File: config.mk
export PLATFORM = sky130hd
export DESIGN_NAME = infix_to_postfix_converter
export DESIGN_NICKNAME = d
export VERILOG_FILES = /design/src/hw/rtl/ipc_pkg.sv /design/src/hw/rtl/ipc_stack_mem.sv /design/src/hw/rtl/infix_to_postfix_converter.sv
export SDC_FILE = /design/constraint.sdc
export NUM_CORES = 1
export LEC_CHECK = 0
export CORE_MARGIN = 4
export CORE_UTILIZATION = 55
export CTS_CLUSTER_DIAMETER = 100
export CTS_CLUSTER_SIZE = 24
export DETAILED_ROUTE_END_ITERATION = 10
export DONT_BUFFER_PORTS = 1
export HOLD_SLACK_MARGIN = 0.08
export MAX_ROUTING_LAYER = met4
export PLACE_DENSITY = 0.76
export SLEW_MARGIN = 40
export SYNTH_ARGS = -nofsm -noshare
export SYNTH_HDL_FRONTEND = slang
export SYNTH_SLANG_ARGS = --single-unit
File: constraint.sdc
create_clock -name clk_i -period 9.5 [get_ports clk_i]
set_clock_uncertainty 0.2 [all_clocks]
set_input_delay 2.85 -clock clk_i [delete_from_list [all_inputs] [get_ports clk_i]]
set_output_delay 2.85 -clock clk_i [all_outputs]
set_load 0.01 [all_outputs]
File: src/hw/rtl/ipc_pkg.sv
`default_nettype none

package ipc_pkg;

  // Default operator stack depth
  localparam int unsigned DEF_STACK_DEPTH = 32;

  // Stack entry codes
  typedef enum logic [2:0] {
    OP_ADD    = 3'd0,
    OP_SUB    = 3'd1,
    OP_MUL    = 3'd2,
    OP_DIV    = 3'd3,
    OP_LPAREN = 3'd4
  } op_code_e;

  // Result status codes
  typedef enum logic [1:0] {
    ST_OK        = 2'd0,
    ST_INVALID   = 2'd1,
    ST_UNMATCHED = 2'd2,
    ST_OVERFLOW  = 2'd3
  } status_e;

  // ASCII characters of the expression language
  localparam logic [7:0] CHAR_AT     = 8'h40;
  localparam logic [7:0] CHAR_LPAREN = 8'h28;
  localparam logic [7:0] CHAR_RPAREN = 8'h29;
  localparam logic [7:0] CHAR_0      = 8'h30;
  localparam logic [7:0] CHAR_9      = 8'h39;
  localparam logic [7:0] CHAR_ADD    = 8'h2b;
  localparam logic [7:0] CHAR_SUB    = 8'h2d;
  localparam logic [7:0] CHAR_MUL    = 8'h2a;
  localparam logic [7:0] CHAR_DIV    = 8'h2f;

  // Map a stack code back to its character
  function automatic logic [7:0] code_char(input op_code_e code);
    logic [7:0] ch;
    case (code)
      OP_ADD:  ch = CHAR_ADD;
      OP_SUB:  ch = CHAR_SUB;
      OP_MUL:  ch = CHAR_MUL;
      OP_DIV:  ch = CHAR_DIV;
      default: ch = CHAR_LPAREN;
    endcase
    return ch;
  endfunction

  // Precedence: high for multiply and divide
  function automatic logic op_prec(input op_code_e code);
    return code[1];
  endfunction

endpackage

`default_nettype wire

File: src/hw/rtl/ipc_stack_mem.sv
`default_nettype none

module ipc_stack_mem #(
  parameter int unsigned DEPTH = ipc_pkg::DEF_STACK_DEPTH,
  localparam int unsigned AW = $clog2(DEPTH)
) (
  input  wire logic              clk_i,
  input  wire logic              wr_en_i,
  input  wire logic [AW-1:0]     wr_addr_i,
  input  wire ipc_pkg::op_code_e wr_code_i,
  input  wire logic [AW-1:0]     rd_top_addr_i,
  input  wire logic [AW-1:0]     rd_sec_addr_i,
  output ipc_pkg::op_code_e      rd_top_o,
  output ipc_pkg::op_code_e      rd_sec_o
);

  ipc_pkg::op_code_e mem_q [DEPTH];
  ipc_pkg::op_code_e rd_top_q;
  ipc_pkg::op_code_e rd_sec_q;

  // Write one entry, read top and second entry with registered data
  always_ff @(posedge clk_i) begin
    if (wr_en_i) begin
      mem_q[wr_addr_i] <= wr_code_i;
    end
    rd_top_q <= mem_q[rd_top_addr_i];
    rd_sec_q <= mem_q[rd_sec_addr_i];
  end

  assign rd_top_o = rd_top_q;
  assign rd_sec_o = rd_sec_q;

endmodule

`default_nettype wire

File: src/hw/rtl/infix_to_postfix_converter.sv
`default_nettype none

// Channel | Direction | Handshake               | Beat payload
// in      | input     | in_valid_i / in_stall_o   | in_char_i, end_of_expr_i
// out     | output    | out_valid_o / out_stall_i | out_char_o, status_o, last_of_run_o
//
// An item is accepted in idle, where the stack top is read, and acted on in eval.
// Each operator popped by ')' or by an operator adds a step in eval; the end flush
// pops one entry per step, or returns to idle for an empty stack, after the accept.
// Reset empties the stack at once; the stack memory itself needs no clearing.
// A stall on the output holds the result register and the pending work.

module infix_to_postfix_converter #(
  parameter int unsigned STACK_DEPTH = ipc_pkg::DEF_STACK_DEPTH
) (
  input  wire logic       clk_i,
  input  wire logic       rst_ni,
  input  wire logic       in_valid_i,
  output logic            in_stall_o,
  input  wire logic [7:0] in_char_i,
  input  wire logic       end_of_expr_i,
  output logic            out_valid_o,
  input  wire logic       out_stall_i,
  output logic [7:0]      out_char_o,
  output logic [1:0]      status_o,
  output logic            last_of_run_o
);

  localparam int unsigned AW = $clog2(STACK_DEPTH);
  localparam int unsigned CW = $clog2(STACK_DEPTH + 1);

  typedef enum logic {
    ST_IDLE,
    ST_EVAL
  } state_e;

  state_e            state_q, state_d;
  logic [CW-1:0]     count_q, count_d;
  logic [7:0]        char_q, char_d;
  logic              end_q, end_d;
  logic              out_valid_q, out_valid_d;
  logic [7:0]        out_char_q, out_char_d;
  ipc_pkg::status_e  status_q, status_d;
  logic              last_q, last_d;

  logic              wr_en;
  logic [AW-1:0]     wr_addr;
  ipc_pkg::op_code_e wr_code;
  logic [AW-1:0]     rd_top_addr;
  logic [AW-1:0]     rd_sec_addr;
  ipc_pkg::op_code_e top_code;
  ipc_pkg::op_code_e sec_code;

  logic              out_free;
  logic              stk_empty;
  logic              stk_one;
  logic              stk_full;
  logic              is_digit;
  logic              is_op;
  ipc_pkg::op_code_e in_op;
  logic              pop_ok;
  logic              pop_last;

  // Operator stack storage
  ipc_stack_mem #(
    .DEPTH(STACK_DEPTH)
  ) u_stack_mem (
    .clk_i         (clk_i),
    .wr_en_i       (wr_en),
    .wr_addr_i     (wr_addr),
    .wr_code_i     (wr_code),
    .rd_top_addr_i (rd_top_addr),
    .rd_sec_addr_i (rd_sec_addr),
    .rd_top_o      (top_code),
    .rd_sec_o      (sec_code)
  );

  // Classify the held character
  always_comb begin
    is_digit = (char_q >= ipc_pkg::CHAR_0) && (char_q <= ipc_pkg::CHAR_9);
    is_op    = 1'b1;
    in_op    = ipc_pkg::OP_ADD;
    unique case (char_q)
      ipc_pkg::CHAR_ADD: in_op = ipc_pkg::OP_ADD;
      ipc_pkg::CHAR_SUB: in_op = ipc_pkg::OP_SUB;
      ipc_pkg::CHAR_MUL: in_op = ipc_pkg::OP_MUL;
      ipc_pkg::CHAR_DIV: in_op = ipc_pkg::OP_DIV;
      default:           is_op = 1'b0;
    endcase
  end

  // Stack status and pop decision
  assign out_free  = !out_valid_q || !out_stall_i;
  assign stk_empty = (count_q == '0);
  assign stk_one   = (count_q == CW'(1));
  assign stk_full  = (count_q == CW'(STACK_DEPTH));
  assign pop_ok    = !stk_empty && (top_code != ipc_pkg::OP_LPAREN) &&
                     (ipc_pkg::op_prec(top_code) >= ipc_pkg::op_prec(in_op));
  assign pop_last  = stk_one || (sec_code == ipc_pkg::OP_LPAREN) ||
                     (ipc_pkg::op_prec(sec_code) < ipc_pkg::op_prec(in_op));

  // Step the converter: one pop, push or result per cycle; pops and results wait while the output is stalled
  always_comb begin
    state_d     = state_q;
    count_d     = count_q;
    char_d      = char_q;
    end_d       = end_q;
    out_valid_d = out_valid_q && out_stall_i;
    out_char_d  = out_char_q;
    status_d    = status_q;
    last_d      = last_q;
    wr_en       = 1'b0;
    wr_addr     = count_q[AW-1:0];
    wr_code     = ipc_pkg::OP_LPAREN;

    unique case (state_q)
      ST_IDLE: begin
        if (in_valid_i) begin
          char_d  = in_char_i;
          end_d   = end_of_expr_i;
          state_d = ST_EVAL;
        end
      end
      ST_EVAL: begin
        if (end_q) begin
          // Flush remaining operators
          if (stk_empty) begin
            state_d = ST_IDLE;
          end else if (out_free) begin
            out_valid_d = 1'b1;
            if (top_code == ipc_pkg::OP_LPAREN) begin
              out_char_d = '0;
              status_d   = ipc_pkg::ST_UNMATCHED;
              last_d     = 1'b1;
              count_d    = '0;
              state_d    = ST_IDLE;
            end else begin
              out_char_d = ipc_pkg::code_char(top_code);
              status_d   = ipc_pkg::ST_OK;
              last_d     = stk_one;
              count_d    = count_q - CW'(1);
              if (stk_one) begin
                state_d = ST_IDLE;
              end
            end
          end
        end else if (is_digit) begin
          // Echo a digit
          if (out_free) begin
            out_valid_d = 1'b1;
            out_char_d  = char_q;
            status_d    = ipc_pkg::ST_OK;
            last_d      = 1'b1;
            state_d     = ST_IDLE;
          end
        end else if (char_q == ipc_pkg::CHAR_LPAREN) begin
          // Push an open parenthesis
          if (stk_full) begin
            if (out_free) begin
              out_valid_d = 1'b1;
              out_char_d  = '0;
              status_d    = ipc_pkg::ST_OVERFLOW;
              last_d      = 1'b1;
              count_d     = '0;
              state_d     = ST_IDLE;
            end
          end else begin
            wr_en   = 1'b1;
            wr_code = ipc_pkg::OP_LPAREN;
            count_d = count_q + CW'(1);
            state_d = ST_IDLE;
          end
        end else if (char_q == ipc_pkg::CHAR_RPAREN) begin
          // Pop down to the matching open parenthesis
          if (stk_empty) begin
            if (out_free) begin
              out_valid_d = 1'b1;
              out_char_d  = '0;
              status_d    = ipc_pkg::ST_UNMATCHED;
              last_d      = 1'b1;
              state_d     = ST_IDLE;
            end
          end else if (top_code == ipc_pkg::OP_LPAREN) begin
            count_d = count_q - CW'(1);
            state_d = ST_IDLE;
          end else if (out_free) begin
            // Mark the pop last when the matching open parenthesis sits below
            out_valid_d = 1'b1;
            out_char_d  = ipc_pkg::code_char(top_code);
            status_d    = ipc_pkg::ST_OK;
            last_d      = !stk_one && (sec_code == ipc_pkg::OP_LPAREN);
            count_d     = count_q - CW'(1);
          end
        end else if (is_op) begin
          // Pop tighter or equal operators, then push
          if (pop_ok) begin
            if (out_free) begin
              out_valid_d = 1'b1;
              out_char_d  = ipc_pkg::code_char(top_code);
              status_d    = ipc_pkg::ST_OK;
              last_d      = pop_last;
              count_d     = count_q - CW'(1);
            end
          end else if (stk_full) begin
            if (out_free) begin
              out_valid_d = 1'b1;
              out_char_d  = '0;
              status_d    = ipc_pkg::ST_OVERFLOW;
              last_d      = 1'b1;
              count_d     = '0;
              state_d     = ST_IDLE;
            end
          end else begin
            wr_en   = 1'b1;
            wr_code = in_op;
            count_d = count_q + CW'(1);
            state_d = ST_IDLE;
          end
        end else begin
          // Reject an invalid character
          if (out_free) begin
            out_valid_d = 1'b1;
            out_char_d  = '0;
            status_d    = ipc_pkg::ST_INVALID;
            last_d      = 1'b1;
            count_d     = '0;
            state_d     = ST_IDLE;
          end
        end
      end
      default: state_d = ST_IDLE;
    endcase
  end

  // Read the next top and second entry; a push always passes through idle,
  // so the re-read after a write sees the new entry
  assign rd_top_addr = (count_d == '0)     ? '0 : AW'(count_d - CW'(1));
  assign rd_sec_addr = (count_d < CW'(2))  ? '0 : AW'(count_d - CW'(2));

  // Hold state, stack count and result register
  always_ff @(posedge clk_i or negedge rst_ni) begin
    if (!rst_ni) begin
      state_q     <= ST_IDLE;
      count_q     <= '0;
      char_q      <= '0;
      end_q       <= 1'b0;
      out_valid_q <= 1'b0;
      out_char_q  <= '0;
      status_q    <= ipc_pkg::ST_OK;
      last_q      <= 1'b0;
    end else begin
      state_q     <= state_d;
      count_q     <= count_d;
      char_q      <= char_d;
      end_q       <= end_d;
      out_valid_q <= out_valid_d;
      out_char_q  <= out_char_d;
      status_q    <= status_d;
      last_q      <= last_d;
    end
  end

  assign in_stall_o    = (state_q != ST_IDLE);
  assign out_valid_o   = out_valid_q;
  assign out_char_o    = out_char_q;
  assign status_o      = status_q;
  assign last_of_run_o = last_q;

endmodule

`default_nettype wire

==> impl_metrics.toml <==
[route]
wl_per_cell_um = 27.5
drt_iter0_markers = 1278
drt_wl_total_mm = 28.0
drt_first_pass_iters = 7
drt-vias-per-instance = 7.36
drc_errors = 0
num_vias = 7495
postRouteAntennaNets = 0

[sta]
finalHoldViolations = 0
rsz0062_at_grt = "no"
post-route-period-util = 0.790
tns_ns = 0
fin_crit_ns = 7.51
worst_slew_pin_slew_ns = 0.857
max_freq_mhz = 133
slew_headroom = 0.429
setup_viol = 0
slew_viol_final = 0

[worst_setup_path]
slowest_delay_ns = 0.78
critical_path_required_ns = 9.58
arrival_ns = 7.59
cpMostUsedCell = "nand2_1"
crit_slowest_cell = "ha_1"
crit_type = "input pin to register"
critPathMaxFanout = 25
path_cells = "nand2_1 -> buf_4 -> inv_1 -> or3_1 -> or2_2 -> a21oi_1 -> nor2_1 -> and2_1 -> ha_1 -> nand2_1 -> or2_1 -> o2111ai_1 -> a2bb2oi_1 -> o221ai_1"
endpoint_kind = "register"
worst_setup_path_start_kind = "input pin"

[cells_and_area]
nets = 846
mostFrequentLayoutCells = "nor2_1, nand2_1, edfxtp_1"
fill_cells = 1169
area_delta_synth_final_pct = 9.11
diodes = 0
layout.cells.most_common = "nor2_1"
drive_above_1_share = 0.119

[cts]
clk-insertion-delay-late_ns = 0.43
cts_buffers = 17
clkTransAtPathRegs_ns = 0.06
cts_tree = "built"
ctsHoldBuffers = 0
clockBufferDepth = 2
clock-sinks = 130
cts.repair.resized = 0
root_buffer = "clkbuf_16"
postCtsSetupRepairBufs = 0
h-tree-depth = 4

[die]
coreArea_um2 = 14100
die_w_um = 129
dieArea_um2 = 16700
pin_count = 26
start_util = 0.572
row_count = 43
fp.dieH_um = 129

[min_path]
hp-class = "register to register"

[global_routing]
grtUsageTotal = 0.356
grt_max_degree = 43
overflow = 0
grt_pass1_vias = 7062
grt_pass1_wl_mm = 43.2
antenna_found_initial = 0

[logic_synthesis]
ys_dominant_reg_cell = "edfxtp_1"
syn_inst = 841
synth-warning-count = 0
syn-cell-area_um2 = 8060
synthDistinctLibCells = 88
syn_avg_cell_area_um2 = 9.59
synth-edff-count = 96
ys_ff_latch = 130
syn_nets = 862
ys_seq_area_frac = 0.459
ys_async_sr_fraction = 0.215

[placed_design]
io_buffers = 0
dpl.hpwl_mm = 19.6
gp_congestion = 1.04

[flow_run]
drv_cap = 0

[outcome]
outcome = "finished clean"
[state kept, by name (all words and copies together) (netlist names)]
signal,flops
count_q,6
out_valid_o,1
end_q,1
status_o,2
char_q,8
u_stack_mem.mem_q,96
u_stack_mem.rd_top_o,3
u_stack_mem.rd_sec_o,3
in_stall_o,1
out_char_o,8
last_of_run_o,1
[cell usage after synthesis (all sizes together) (5+ instances only)]
master   number  area (um2)
a2111oi       9        80.1
a211oi        8        60.1
a21o         10        75.1
a21oi        44         224
a22oi         7        52.6
a31oi        16         115
and2          7        43.8
and3          9        56.3
buf          26         144
clkbuf       26        98.8
dfrtp        28         701
dfxtp         6         120
edfxtp       96        2880
ha            8         100
inv          22        82.6
mux2         19         214
mux2i        33         330
nand2        96         360
nand2b       10        62.6
nand3        19        95.1
nand4         8        56.3
nor2         99         372
nor2b         7        43.8
nor3         21         110
nor4          5        31.3
nor4b         6        73.8
o2111ai      11         103
o211ai        5        37.5
o21ai        56         303
o221ai       11        96.3
o22ai        12        75.1
o2bb2ai      11        96.3
o31ai         5        37.5
or2          10        62.6
or3           7        43.8
[routing by layer]
metal,GRT usage,vias up,wire length [um]
li1,-,3170,-
met1,0.517,3654,11900
met2,0.498,590,12000
met3,0.0833,81,3440
met4,0.103,0,685
met5,-,-,0
[worst max-delay path, delay by kind of cell]
kind	cells	cell delay (ns)
adder cells (fa/ha/maj)	1	0.78
buffers and inverters	2	0.69
AND/OR/NAND/NOR	7	2.19
AO/OA/AOI/OAI	4	1.04
[layout make-up]
cell class | instances | area (um2) | area share
clock buffer | 17 | 425 | 0.0484
timing repair buffer | 17 | 140 | 0.0159
tap | 180 | 225 | 0.0256
inverter | 24 | 90.1 | 0.0102
sequential | 130 | 3700 | 0.421
clock inverter | 15 | 165 | 0.0188
multi-input combinational | 635 | 4050 | 0.460
[per-stage QoR]
step                cell area, um2  utilization  std cells  hold WS, ns  setup slack (ns)
finish                        8800        0.624       1018        0.346              1.99
global route                  8800        0.624       1018        0.386              1.68
CTS                           8760        0.621       1016        0.353              2.13
detailed placement            8170        0.579        984        0.338              1.70
global placement              8150        0.578        983        0.299              1.91
floorplan                     8060            -        841        0.287              2.20
[cells by family (layout without fill, tap and decap cells)]
logic type,Yosys count,count (layout),share of synthesized area
muxes,52,52,0.0675
buffers and inverters,76,73,0.0413
adders and majority gates,8,8,0.0124
AOI/OAI and AO/OA,254,254,0.225
DFF,130,130,0.459
and+or+nand+nor,316,316,0.189
xor gates and xnor gates,5,5,0.00543
[path summary, 6_finish.rpt]
path                                            start                         endpoint  slack, ns  cells after the start
worst max-delay path                      out_stall_i  u_stack_mem.rd_sec_o[0]$_DFF_P_       1.99                     14
worst min-delay path            char_q[7]$_DFFE_PN0P_            char_q[7]$_DFFE_PN0P_       0.35                      1
worst max register to register   count_q[0]$_DFF_PN0_  u_stack_mem.rd_sec_o[0]$_DFF_P_       3.29                     14
worst min register to register  char_q[7]$_DFFE_PN0P_            char_q[7]$_DFFE_PN0P_       0.35                      1
max in group asynchronous                      rst_ni        out_char_o[0]$_DFFE_PN0P_       7.10                      0
min in group asynchronous                      rst_ni            char_q[4]$_DFFE_PN0P_       1.91                      0
Power is left out: the tool's default activity adds up to more than one toggle a clock period on the data nets, which glitch-free logic cannot reach.
